===== config.mk =====
export PLATFORM = sky130hd
export DESIGN_NAME = msie_exec
export DESIGN_NICKNAME = d
export VERILOG_FILES = /design/src/msie_pkg.sv /design/src/msie_exec.sv
export SDC_FILE = /design/constraint.sdc
export NUM_CORES = 1
export LEC_CHECK = 0
export BUFFER_PORTS_ARGS = -buffer_cell sky130_fd_sc_hd__buf_2
export CAP_MARGIN = 20
export CELL_PAD_IN_SITES_DETAIL_PLACEMENT = 1
export CELL_PAD_IN_SITES_GLOBAL_PLACEMENT = 1
export CORE_MARGIN = 8
export CORE_UTILIZATION = 40
export DETAILED_ROUTE_END_ITERATION = 8
export MAX_ROUTING_LAYER = met4
export PLACE_DENSITY = 0.77
export SLEW_MARGIN = 10
export SYNTH_ARGS = -nofsm -noshare
export SYNTH_HDL_FRONTEND = slang
export SYNTH_SLANG_ARGS = --single-unit

===== constraint.sdc =====
create_clock -name vclk -period 7.75
set_input_delay 0.3875 -clock vclk [all_inputs]
set_output_delay 0.3875 -clock vclk [all_outputs]
set_load 0.005 [all_outputs]

===== src/msie_pkg.sv =====
// Shared types and constants for the MIPS subset instruction executor.
package msie_pkg;

  localparam logic [31:0] START_PC_RST  = 32'h0040_0000;
  localparam logic [31:0] DATA_BASE_RST = 32'h1000_0000;

  localparam logic CFG_DATA_BASE = 1'b1;

  localparam logic [1:0] ST_OK    = 2'd0;
  localparam logic [1:0] ST_UNSUP = 2'd1;
  localparam logic [1:0] ST_RANGE = 2'd2;

  localparam logic [5:0] OP_SPECIAL = 6'h00;
  localparam logic [5:0] OP_J       = 6'h02;
  localparam logic [5:0] OP_JAL     = 6'h03;
  localparam logic [5:0] OP_BEQ     = 6'h04;
  localparam logic [5:0] OP_BNE     = 6'h05;
  localparam logic [5:0] OP_ADDIU   = 6'h09;
  localparam logic [5:0] OP_SLTIU   = 6'h0B;
  localparam logic [5:0] OP_ANDI    = 6'h0C;
  localparam logic [5:0] OP_ORI     = 6'h0D;
  localparam logic [5:0] OP_LUI     = 6'h0F;
  localparam logic [5:0] OP_LB      = 6'h20;
  localparam logic [5:0] OP_LW      = 6'h23;
  localparam logic [5:0] OP_SB      = 6'h28;
  localparam logic [5:0] OP_SW      = 6'h2B;

  localparam logic [5:0] FN_SLL  = 6'h00;
  localparam logic [5:0] FN_SRL  = 6'h02;
  localparam logic [5:0] FN_JR   = 6'h08;
  localparam logic [5:0] FN_ADDU = 6'h21;
  localparam logic [5:0] FN_SUBU = 6'h23;
  localparam logic [5:0] FN_AND  = 6'h24;
  localparam logic [5:0] FN_OR   = 6'h25;
  localparam logic [5:0] FN_NOR  = 6'h27;
  localparam logic [5:0] FN_SLTU = 6'h2B;

  typedef struct packed {
    logic [31:0] npc;
    logic        rwe;
    logic [4:0]  ridx;
    logic [31:0] rval;
    logic        ld_word;
    logic        ld_byte;
    logic        mwe;
    logic        sb;
    logic [9:0]  midx;
    logic [31:0] mval;
    logic [1:0]  lane;
    logic [1:0]  status;
  } ex_t;

endpackage


===== src/msie_exec.sv =====
// Decode and execute: next PC, register result, address and store data of one request.
module msie_exec #(
  parameter int DATA_WORDS = 1024
) (
  input  logic [31:0]                   pc_i,
  input  logic [31:0]                   data_base_i,
  input  logic                          action_i,
  input  logic [31:0]                   instr_i,
  input  logic [9:0]                    load_index_i,
  input  logic [31:0]                   load_value_i,
  input  logic [31:0]                   op_a_i,
  input  logic [31:0]                   op_b_i,
  output msie_pkg::ex_t                 ex_o,
  output logic [$clog2(DATA_WORDS)-1:0] addr_o
);

  localparam int AW = $clog2(DATA_WORDS);
  localparam logic [29:0] WORDS30 = 30'(DATA_WORDS);
  localparam logic [31:0] WORDS32 = 32'(DATA_WORDS);

  logic [5:0]  op;
  logic [5:0]  fn;
  logic [4:0]  sh;
  logic [4:0]  rt;
  logic [4:0]  rd;
  logic [15:0] imm;
  logic [31:0] simm;
  logic [31:0] zimm;
  logic [31:0] pc4;
  logic [31:0] br_tgt;
  logic [31:0] j_tgt;
  logic [31:0] maddr;
  logic [31:0] moff;
  logic        m_ok;
  logic [31:0] li_ext;
  logic        li_ok;
  logic        rwe_raw;
  msie_pkg::ex_t ex;

  assign op     = instr_i[31:26];
  assign rt     = instr_i[20:16];
  assign rd     = instr_i[15:11];
  assign sh     = instr_i[10:6];
  assign fn     = instr_i[5:0];
  assign imm    = instr_i[15:0];
  assign simm   = {{16{imm[15]}}, imm};
  assign zimm   = {16'h0000, imm};
  assign pc4    = pc_i + 32'd4;
  assign br_tgt = pc4 + {simm[29:0], 2'b00};
  assign j_tgt  = {pc4[31:28], instr_i[25:0], 2'b00};
  assign maddr  = op_a_i + simm;
  assign moff   = maddr - data_base_i;
  assign m_ok   = moff[31:2] < WORDS30;
  assign li_ext = 32'(load_index_i);
  assign li_ok  = li_ext < WORDS32;

  always_comb begin
    ex        = '0;
    ex.npc    = pc4;
    ex.status = msie_pkg::ST_OK;
    rwe_raw   = 1'b0;
    addr_o    = moff[AW+1:2];
    if (action_i) begin
      ex.npc = pc_i;
      addr_o = li_ext[AW-1:0];
      if (li_ok) begin
        ex.mwe  = 1'b1;
        ex.midx = load_index_i;
        ex.mval = load_value_i;
      end else begin
        ex.status = msie_pkg::ST_RANGE;
      end
    end else begin
      unique case (op) inside
        msie_pkg::OP_SPECIAL: begin
          rwe_raw = 1'b1;
          ex.ridx = rd;
          unique case (fn)
            msie_pkg::FN_ADDU: ex.rval = op_a_i + op_b_i;
            msie_pkg::FN_AND:  ex.rval = op_a_i & op_b_i;
            msie_pkg::FN_NOR:  ex.rval = ~(op_a_i | op_b_i);
            msie_pkg::FN_OR:   ex.rval = op_a_i | op_b_i;
            msie_pkg::FN_SLTU: ex.rval = {31'd0, op_a_i < op_b_i};
            msie_pkg::FN_SLL:  ex.rval = op_b_i << sh;
            msie_pkg::FN_SRL:  ex.rval = op_b_i >> sh;
            msie_pkg::FN_SUBU: ex.rval = op_a_i - op_b_i;
            msie_pkg::FN_JR: begin
              rwe_raw = 1'b0;
              ex.npc  = op_a_i;
            end
            default: begin
              rwe_raw   = 1'b0;
              ex.status = msie_pkg::ST_UNSUP;
            end
          endcase
        end
        msie_pkg::OP_J: begin
          ex.npc = j_tgt;
        end
        msie_pkg::OP_JAL: begin
          ex.npc  = j_tgt;
          rwe_raw = 1'b1;
          ex.ridx = 5'd31;
          ex.rval = pc4;
        end
        msie_pkg::OP_BEQ: begin
          if (op_a_i == op_b_i) begin
            ex.npc = br_tgt;
          end
        end
        msie_pkg::OP_BNE: begin
          if (op_a_i != op_b_i) begin
            ex.npc = br_tgt;
          end
        end
        msie_pkg::OP_LW, msie_pkg::OP_LB, msie_pkg::OP_SW, msie_pkg::OP_SB: begin
          ex.lane = moff[1:0];
          if (!m_ok) begin
            ex.status = msie_pkg::ST_RANGE;
          end else if (op == msie_pkg::OP_LW || op == msie_pkg::OP_LB) begin
            rwe_raw    = 1'b1;
            ex.ridx    = rt;
            ex.ld_word = (op == msie_pkg::OP_LW);
            ex.ld_byte = (op == msie_pkg::OP_LB);
          end else begin
            ex.mwe  = 1'b1;
            ex.midx = moff[11:2];
            ex.sb   = (op == msie_pkg::OP_SB);
            ex.mval = (op == msie_pkg::OP_SB) ? {24'd0, op_b_i[7:0]} : op_b_i;
          end
        end
        msie_pkg::OP_ADDIU: begin
          rwe_raw = 1'b1;
          ex.ridx = rt;
          ex.rval = op_a_i + simm;
        end
        msie_pkg::OP_ANDI: begin
          rwe_raw = 1'b1;
          ex.ridx = rt;
          ex.rval = op_a_i & zimm;
        end
        msie_pkg::OP_ORI: begin
          rwe_raw = 1'b1;
          ex.ridx = rt;
          ex.rval = op_a_i | zimm;
        end
        msie_pkg::OP_LUI: begin
          rwe_raw = 1'b1;
          ex.ridx = rt;
          ex.rval = {imm, 16'h0000};
        end
        msie_pkg::OP_SLTIU: begin
          rwe_raw = 1'b1;
          ex.ridx = rt;
          ex.rval = {31'd0, op_a_i < simm};
        end
        default: begin
          ex.status = msie_pkg::ST_UNSUP;
        end
      endcase
    end
    ex.rwe = rwe_raw && (ex.ridx != 5'd0);
  end

  assign ex_o = ex;

endmodule


==> out/qor.txt <==
Slowest cell on crit path: nor3b_1
GRT Residual Overflow: 0
CP Cell Sequence: buf_2 -> ha_1 -> fa_1 -> a211oi_1 -> o21ai_0 -> a311o_1 -> a21oi_1 -> o211ai_1 -> a21o_1 -> a21oi_1 -> xnor2_1 -> ha_1 -> nand3_1 -> or3_1 -> a211oi_2 -> o41ai_2 -> xnor2_1 -> a211o_1 -> nor3_1 -> and3_1 -> nor3b_1 -> buf_2
Sequential cell count: 0
Die Wd: 225.1 um
Mapped Area: 0.01748 mm2
Max Slew Vio Count: 0
Initial Util: 0.4059
Pre-CTS WS: 0.6620 ns
Gr usage total: 0.3943
Setup WS post-layout: 0.3112 ns
Antenna-violating nets left: 0
Fmax: 0.1344 GHz
Core area: 0.04308 mm2
RSZ-0062 raised after global routing: false
Detailed Routing Iterations Pass 1: 8
Vias: 22,910
PortBufs: 333
CP Launch Type: input port
Final WL: 102.8 mm
Overall die height: 225.1 um
Wire per inst: 30.68 um
Layout fillers: 5,679
Initial DRC count: 2,591
HP Class: in -> out
Post-CTS Setup Repair Bufs: 0
Final Hold Vio Count: 0
Syn. warnings: 0
Final Net Count: 3,204
Slew @ Worst Pin: 1.235 ns
Outcome: completed
Worst path required time: 7.36 ns
Via density: 6.840
Crit. End Element: primary output
# IOs: 333
Crit path DAT: 7.05 ns
Synthesized instance count: 2,531
Final setup viols: 0
Clkbuf count: 0
Syn nets: 2,975
# rows: 76
Post-DP HPWL: 84.95 mm
Share of cells above drive strength 1: 0.1893
Critical path class: in -> out
Final setup TNS: 0 ns
Die area: 0.05066 mm2
CP max stage delay: 0.88 ns
Post-synth cell types: 100
Fin crit share: 0.9598
Post-CTS Resized: 0
DR DRC count: 0
MaxCap Viol Count: 0
Final Wtd Congestion: 1.010
Vias in the first global route: 22,960
Fin crit period: 7.439 ns
Sequential share of the synthesized area: 0
Slew headroom: 0.1769
P&R area growth vs syn: 12.19%
Initial antenna violation count: 7
CP max FO: 6
Largest net degree at the start of global routing: 84
First-pass GRT wire length: 150.0 mm
Multi-input gate area: 0.01608 mm2
CTS Hold Buffers Added: 0
FF+latch area: 0 um2
Avg Cell Area, Syn: 6.908 um2
-- final timing paths --
path / start / end / slack (ns) / depth (start not counted)
min: load_value_i[7] / ex_o[11] / 1.05 / 4
max: op_a_i[0] / ex_o[46] / 0.31 / 22
-- Yosys cell counts (30+ instances only) --
cell type,n,area share
a221oi_1,61,0.031
ha_1,236,0.17
a21o_1,59,0.025
a31oi_1,32,0.011
a221o_1,34,0.019
o211ai_1,30,0.013
nand2b_1,34,0.012
nor3_1,52,0.015
mux4_2,54,0.070
nand2_1,229,0.049
nor2_1,232,0.050
o21ai_2,30,0.015
a21oi_1,221,0.063
o21ai_0,173,0.050
clkbuf_1,111,0.024
mux2i_1,47,0.027
a211oi_1,40,0.017
inv_1,201,0.043
xor2_1,34,0.017
xnor2_1,86,0.043
nand3_1,46,0.013
-- cell type report --
cell class                      instances  area share
Antenna cell                            6   0.0007654
Inverter                              202     0.03865
Multi-Input combinational cell       2177      0.8198
Tap cell                              585     0.03731
Timing Repair Buffer                  379      0.1035
-- worst max-delay path: cells and delay by family --
family                     cells  cell delay (ns)
AOI/OAI and AO/OA             10             2.83
xor gates and xnor gates       2             0.26
adders and majority gates      3             1.09
buffers and inverters          2             0.40
and+or+nand+nor                5             2.08
-- placed cells by master (no fill, tap or decap), types with 29 or more instances in the layout --
master,netlist,final
a211oi_1,40,40
a21o_1,59,59
a21oi_1,221,221
a221o_1,34,34
a221oi_1,61,61
a31oi_1,32,32
buf_2,11,331
buf_4,3,45
ha_1,236,236
inv_1,201,200
mux2i_1,47,47
mux4_2,54,54
nand2_1,229,229
nand2b_1,34,34
nand3_1,46,45
nor2_1,232,231
nor2b_1,29,29
nor3_1,52,49
o211ai_1,30,30
o21ai_0,173,173
o21ai_2,30,30
xnor2_1,86,86
xor2_1,34,34
-- metrics by stage --
| stage | hold WS (ns) | std cells | area, um2 | util |
|---|---|---|---|---|
| 4_1_cts | 1.054 | 3339 | 19560 | 0.4540 |
| 5_1_grt | 1.073 | 3349 | 19620 | 0.4554 |
| 3_3_place_gp | 1.046 | 3339 | 19560 | 0.4540 |
| 6_report | 1.048 | 3349 | 19620 | 0.4554 |
| 2_1_floorplan | 0.8687 | 2531 | 17480 | - |
| 3_5_place_dp | 1.052 | 3339 | 19560 | 0.4540 |
-- metal layers --
layer,track usage,vias up,part of all wire
met5,-,-,0
met4,0.1462,0,0.047
met3,0.06337,286,0.090
met2,0.6171,1302,0.45
met1,0.5070,11370,0.42
li1,-,9946,-
-- kinds of logic after synthesis --
group | count (synthesis) | synth area share
AOI/OAI and AO/OA | 934 | 0.3675
xor gates and xnor gates | 120 | 0.06011
adders and majority gates | 241 | 0.1746
buffers and inverters | 354 | 0.08358
muxes | 114 | 0.1066
and+or+nand+nor | 768 | 0.2077
